File: src/ilha_ram.sv
// ----------------------------------------------------------------------------
// ilha_ram
// Generic single-clock RAM, one write port and one read port with a
// registered read.
// ----------------------------------------------------------------------------
module ilha_ram #(
  parameter int Width = 8,
  parameter int Depth = 16
) (
  input  logic                     clk_i,
  input  logic                     we_i,
  input  logic [$clog2(Depth)-1:0] waddr_i,
  input  logic [Width-1:0]         wdata_i,
  input  logic [$clog2(Depth)-1:0] raddr_i,
  output logic [Width-1:0]         rdata_o
);

  logic [Width-1:0] mem_q [Depth];
  logic [Width-1:0] rdata_q;

  // write port
  always_ff @(posedge clk_i) begin
    if (we_i) begin
      mem_q[waddr_i] <= wdata_i;
    end
  end

  // registered read port
  always_ff @(posedge clk_i) begin
    rdata_q <= mem_q[raddr_i];
  end

  assign rdata_o = rdata_q;

endmodule

File: config.mk
export PLATFORM = sky130hd
export DESIGN_NAME = ilha_ram
export DESIGN_NICKNAME = d
export VERILOG_FILES = /design/src/ilha_ram.sv
export SDC_FILE = /design/constraint.sdc
export NUM_CORES = 1
export LEC_CHECK = 0
export ABC_AREA = 1
export ABC_CLOCK_PERIOD_IN_PS = 2900
export BUFFER_PORTS_ARGS = -buffer_cell sky130_fd_sc_hd__buf_2
export CAP_MARGIN = 20
export CELL_PAD_IN_SITES_DETAIL_PLACEMENT = 0
export CELL_PAD_IN_SITES_GLOBAL_PLACEMENT = 1
export CORE_ASPECT_RATIO = 0.6
export CORE_MARGIN = 8
export CORE_UTILIZATION = 52
export CTS_CLUSTER_DIAMETER = 30
export DETAILED_ROUTE_END_ITERATION = 8
export GPL_TIMING_DRIVEN = 0
export PLACE_DENSITY = 0.83
export SLEW_MARGIN = 25
export SYNTH_ARGS = -nofsm -noshare
export SYNTH_HDL_FRONTEND = slang
export SYNTH_SLANG_ARGS = --single-unit
File: constraint.sdc
create_clock -name clk_i -period 2.9 [get_ports clk_i]
set_input_delay 0.145 -clock clk_i [delete_from_list [all_inputs] [get_ports clk_i]]
set_output_delay 0.145 -clock clk_i [all_outputs]
set_load 0.02 [all_outputs]
## After elaboration in Yosys (flattened, before gate mapping)

Memories as Yosys holds them, arrays and structs flattened. A register that Yosys moved wholly into a read port is not among the register bits.
Cells that the tools add are included.

- Register bits: 0
- RAM bits: 128
- Bits of input ports: 18
- Output and inout port bits: 8
- Logic and storage cells: 3
- Memories kept: 1

- Multiplexer cells: 2

Memory list:

| memory | words | width | read ports | clocked after Yosys merged registers in | wr ports | RTL line | text |
|---|---|---|---|---|---|---|---|
| mem_q | 16 | 8 | 1 | 1 | 1 | 18 | `logic [Width-1:0] mem_q [Depth];` |

Operator list:

| cell | number |
|---|---|
| 1-bit 2-to-1 mux | 2 |

## Depth between registers and ports, before layout

Gate-level depths: netlist of the first run.

- Word-level depth: 2
- Mapped depth: 8
- Gate-level depth less buffers: 7

## Worst setup path after synthesis of the first run

Ideal clock, no wire load.

- Path kind: input to register
- From: input waddr_i[2]
- To: memory mem_q[10][0] (enable)
- Library setup time: 370 ps
- Data arrival time: 726 ps
- Data required time: 2530 ps
- Path slack: 1804 ps
- Stages on the path: 2
- Buffers on the path: 0
- Cell sequence: nand3b_1 nor2_1

RTL lines:

| item | RTL line | text |
|---|---|---|
| start, declared | 12 | `input logic [$clog2(Depth)-1:0] waddr_i,` |
| end, declared | 18 |  |

No word-level cell before the write port.

## Final worst setup path of the first run

- From: input waddr_i[1]
- To: memory mem_q[13][3] (enable)

No word-level cell before the write port.

==> out/results.ini, run 1 <==
[clock_network]
cts_tree=yes
clk_latency_ns=0.41
cts.sinks=136
clockBufferDepth=2
htreeDepth=4
cts_setup_buffers=0
clk_root_buffer_cell=clkbuf_16
ctsHoldBuffers=0
cts_resized=0
clk_pin_slew_ns=0.05
cts_buffers=17

[route]
wl_mm=14.9
drc=0
wl_per_cell_um=20.0
ant_nets=0
firstDrtPassIters=5
routed_via_density=5.27
num_vias=3913
drt-initial-drc-count=403

[place]
port_buffers=22
place_congestion=0.866
dpl.hpwl_mm=9.89

[timing]
worst_pin_slew_ns=0.955
period_needed_ns=1.24
report.final.slew_viol_count=0
fmax_mhz=808
final_hold_viol_count=0
fin_setup_tns_ns=0
fin_crit_sh_pct=42.7
slew_headroom_pct=36.1
timing.hold.ws_ns=0.155
rsz0062_at_grt=no
fin_worst_skew_ns=0.00473
finalSetupViolCount=0

[layout]
syn2layout_area_growth_pct=15.6
nets=610
post-route-util_pct=62.5
drive_above_1_share_pct=11.9
multi_input_area_mm2=0.00121
seq_area_mm2=0.00400
diodes=0
fillers=858

[logic_synthesis]
syn_nets=569
synth_edf_count=128
synth_area_leaders=edfxtp_1 67%, nand2_1 11%, nand3_1 8.4%
postSynthAreaPerCell_um2=10.5
synth_top_area_share_pct=66.7
synth_warnings=0
ys_types=12
synth_seq_cells=136
async_flop_share_pct=0
syn_area_mm2=0.00577
synth_top_cells_by_count=173 x nand2_1, 128 x edfxtp_1, 100 x inv_1
synth_top_flop_cell=edfxtp_1
yosysSeqAreaShare_pct=69.4
synth_most_common_cell=nand2_1
syn_inst=551
synth_area_leader_cell=edfxtp_1

[power_and_ir_drop]
swShare_pct=21.2
cellPowerDensity_mw_per_mm2=721
combPwrFrac_pct=6.5
leakage_nw=2.91
total_power_mw=4.81
power.switching_mw=1.02
ir_drop_v=0.000554
pwr-share-clk_pct=47.6
internal_power_mw=3.79
seq_power_share_pct=45.9

[die]
die_h_um=97.6
initial_core_util_pct=54.1
die_area_mm2=0.0148
core_mm2=0.0107
num_rows=29
ios=26
fp.dieW_um=152

[worst_setup_path]
start_kind=input port
cp.required_ns=2.94
worstSetupEndpointType=flop
arrival_ns=1.27
critPathMaxFanout=8
r2r_setup_slack_ns=1.86
crit_type=in2reg

[grt]
grt_max_degree=17
grt_pass1_wl_mm=22.1
antenna_found_initial=0
overflow=0
first_global_vias=3696
grtUsageTotal_pct=20.4

[outcome]
status=finished clean

[flow_run]
cap_violations=0

[hold_path]
hp-class=in2reg

## path summary, 6_finish.rpt
kind                             startpoint      endpoint  cells after the start
worst max-delay path             waddr_i[1]  mem_q[13][3]                      4
worst max register to register  mem_q[9][2]    rdata_o[2]                      6
worst min-delay path             wdata_i[4]   mem_q[3][4]                      1
worst min register to register  mem_q[6][7]    rdata_o[7]                      6
## through the flow
stage          setup WS [ns]  std cells  instance area, um^2
3_3_place_gp            1.33        712                 6050
5_1_grt                 1.61        743                 6670
2_1_floorplan           1.80        551                 5770
3_5_place_dp            1.27        712                 6050
6_report                1.66        743                 6670
4_1_cts                 1.70        743                 6670
## critical path, cell delays in order
cell	delay, ns
buf_2	0.12
inv_1	0.07
nand2_1	0.15
nor2_1	0.78
## state kept, by name, summed over array words and instances, names as in the netlist
name and count:
rdata_o 8, mem_q 128
## area by class of cell
type | instances | share of cell area [%]
inverter | 102 | 5.74
clock buffer | 20 | 6.55
timing repair buffer | 22 | 1.65
clock inverter | 11 | 2.68
tap | 139 | 2.61
sequential | 136 | 60.1
multi-input combinational | 289 | 18.2
buffer | 24 | 2.50
## cells in the final DEF (no fill, tap or decap), drive strengths merged
cell type	synthesis	routed
inv	102	102
nand2	173	173
bufinv	0	5
nor2	17	17
nand3b	2	2
dfxtp	8	8
nand3	97	97
clkinv	0	5
clkinvlp	0	1
edfxtp	128	128
clkbuf	0	20
buf	24	46
## logic make-up (layout without fill, tap and decap cells)
logic type             count (synthesis)  after routing  share of synthesized area [%]
flip-flops                           136            136                           69.4
AND/OR/NAND/NOR                      289            289                           21.0
buffers and inverters                126            179                           9.52
## power groups by stage
stage	Combinational [mW]	Clock (mW)	Sequential, mW
2_1_floorplan	0.155	0	2.26
3_3_place_gp	0.303	0	2.25
3_5_place_dp	0.306	0	2.25
4_1_cts	0.307	2.30	2.21
5_1_grt	0.337	2.36	2.21
6_report	0.313	2.29	2.21
## layer usage
metal / global-route usage [%] / vias up / share of wire [%] / wire length, um
li1: - / 1852 / - / -
met1: 30.5 / 1872 / 48 / 7150
met2: 28.3 / 174 / 41 / 6100
met3: 4.24 / 15 / 9.5 / 1410
met4: 7.19 / 0 / 1.3 / 199
met5: 0 / - / 0 / 0
Note: power is estimated with default switching activity, not from simulation.
==> run 2: changes to the inputs <==
- ABC_AREA: 1 -> 0
- ABC_CLOCK_PERIOD_IN_PS: 2900 -> 1100
- CORE_UTILIZATION: 52 -> 48
- PLACE_DENSITY: 0.83 -> 0.73
- clock period: 2.9 -> 1.1 ns (I/O delays scaled with it)
==> out/results.ini, run 2 <==
[route]
wl_mm=10.2
firstDrtPassIters=7
wl_per_cell_um=24.1
routed_via_density=5.80
drt-initial-drc-count=188
drc=0
ant_nets=0
num_vias=2465

[power_and_ir_drop]
leakage_nw=2.02
pwr-share-clk_pct=46.3
power.switching_mw=2.40
internal_power_mw=9.66
ir_drop_v=0.00135
seq_power_share_pct=48.3
total_power_mw=12.1
combPwrFrac_pct=5.4
swShare_pct=19.9
cellPowerDensity_mw_per_mm2=1960

[worst_setup_path]
worstSetupEndpointType=flop
reg2reg_to=rdata_o[6]
arrival_ns=1.56
rr_worst_depth=3
crit_type=reg2reg
critPathMaxFanout=1
r2r_setup_slack_ns=-0.18
cp.required_ns=1.38
cp-startpoint=mem_q[7][6]
start_kind=flop
reg2reg_from=mem_q[7][6]

[hold_path]
min_path_cells=1
hp-class=in2reg
hold_start=wdata_i[5]
holdPathEnd=mem_q[7][5]

[place]
port_buffers=24
dp_cells=392
dpl.hpwl_mm=6.70
place_congestion=0.721
pre_cts_ws_ns=-0.473
placedInstanceArea_mm2=0.00547

[logic_synthesis]
synth_area_leaders=edfxtp_1 75%, mux4_2 7.9%, mux4_1 7.1%
synth_top_cells_by_count=128 x edfxtp_1, 18 x mux4_2, 16 x a22oi_1
synth_top_area_share_pct=74.7
ys_types=19
yosysSeqAreaShare_pct=77.8
synth_most_common_cell=edfxtp_1
synth_warnings=0
synth_top_flop_cell=edfxtp_1
synth_seq_cells=136
synth_edf_count=128
syn_area_mm2=0.00515
async_flop_share_pct=0
postSynthAreaPerCell_um2=22.5
syn_inst=229
syn_nets=247
synth_area_leader_cell=edfxtp_1

[timing]
final_hold_viol_count=0
timing.hold.ws_ns=0.0332
report.final.slew_viol_count=0
slew_headroom_pct=38.5
fin_crit_sh_pct=116
finalSetupViolCount=8
fmax_mhz=783
period_needed_ns=1.28
rsz0062_at_grt=yes
worst_pin_slew_ns=0.918
fin_setup_tns_ns=-1.20
fin_worst_skew_ns=0.00955
setup_slack_ns=-0.177

[layout]
nets=291
stdcell_area_mm2=0.00616
layout_commonest_cell=edfxtp_1
largest_register=mem_q
syn2layout_area_growth_pct=19.7
final_cell_mix=128 x edfxtp_1, 30 x mux4_2, 27 x buf_2, 17 x clkbuf_16, 12 x nor2_2
fillers=771
drive_above_1_share_pct=42.0
post-route-util_pct=58.5
diodes=0
stdcell_count=425
largest_register_ffs=128

[die]
die_h_um=96.2
fp.dieW_um=150
initial_core_util_pct=48.9
die_area_mm2=0.0144
num_rows=29
core_mm2=0.0105
ios=26

[grt]
first_global_vias=2595
grt_pass1_wl_mm=15.6
overflow=0
grtUsageTotal_pct=15.4
antenna_found_initial=0
grt_max_degree=17

[clock_network]
htreeDepth=4
clockBufferDepth=2
cts_tree=yes
clk_latency_ns=0.41
cts_buffers=17
clk_root_buffer_cell=clkbuf_16
clk_pin_slew_ns=0.06
cts.sinks=136

[flow_run]
cap_violations=0

[outcome]
violations=setup timing
status=complete, but fails checks

## run 2: cell families (layout without fill, tap and decap cells)
family,count (synthesis),count (layout),share of synthesized area (%)
compound gates,16,16,2.33
simple gates,35,35,3.18
buf+inv,10,67,1.68
mux,32,32,15.0
flops,136,136,77.8
## run 2: how the worst max path moves through the flow
stage / endpoint / slack (ns)
finish: rdata_o[6] / -0.18
detailed placement: mem_q[0][1] / -0.47
floorplan: rdata_o[5] / -0.07
global route: rdata_o[1] / -0.23
CTS: rdata_o[5] / -0.19
global placement: mem_q[9][1] / -0.43
## run 2: area by class of cell
cell class	instances	area (um^2)	area share, %
Clock inverter	10	128	2.07
Tap cell	139	174	2.82
Clock buffer	22	454	7.37
Multi-Input combinational cell	83	1140	18.5
Buffer	10	120	1.95
Sequential cell	136	4000	65.0
Timing Repair Buffer	25	140	2.28
## run 2: layer usage
layer  global-route usage, %  wire length (um)  vias to the layer above
met2                    21.5              4510                       70
met5                       0                 0                        -
met1                    22.2              4990                     1335
li1                        -                 -                     1053
met4                    4.22                67                        0
met3                    5.82               665                        7
## run 2: timing repair
action | CTS | global route
resized for setup | 13 | 10
setup buffers | 0 | 1
pin swaps | 10 | 7
endpoints found under the setup margin | 56 | 50
endpoints found under the hold margin | 0 | 0
hold buffers | 0 | 0
## run 2: critical path, cell delays in order (launching register included)
cell and delay, ns:
edfxtp_1 0.37, mux4_2 0.49, a22oi_1 0.17, nand2_1 0.12
## run 2: power by group through the flow
stage | clock network [mW] | logic (mW) | registers [mW]
final | 5.58 | 0.655 | 5.83
after global routing | 5.85 | 0.701 | 5.84
after CTS | 5.64 | 0.638 | 5.83
after detailed placement | 0 | 0.618 | 5.93
after global placement | 0 | 0.605 | 5.92
after floorplan | 0 | 0.324 | 5.97
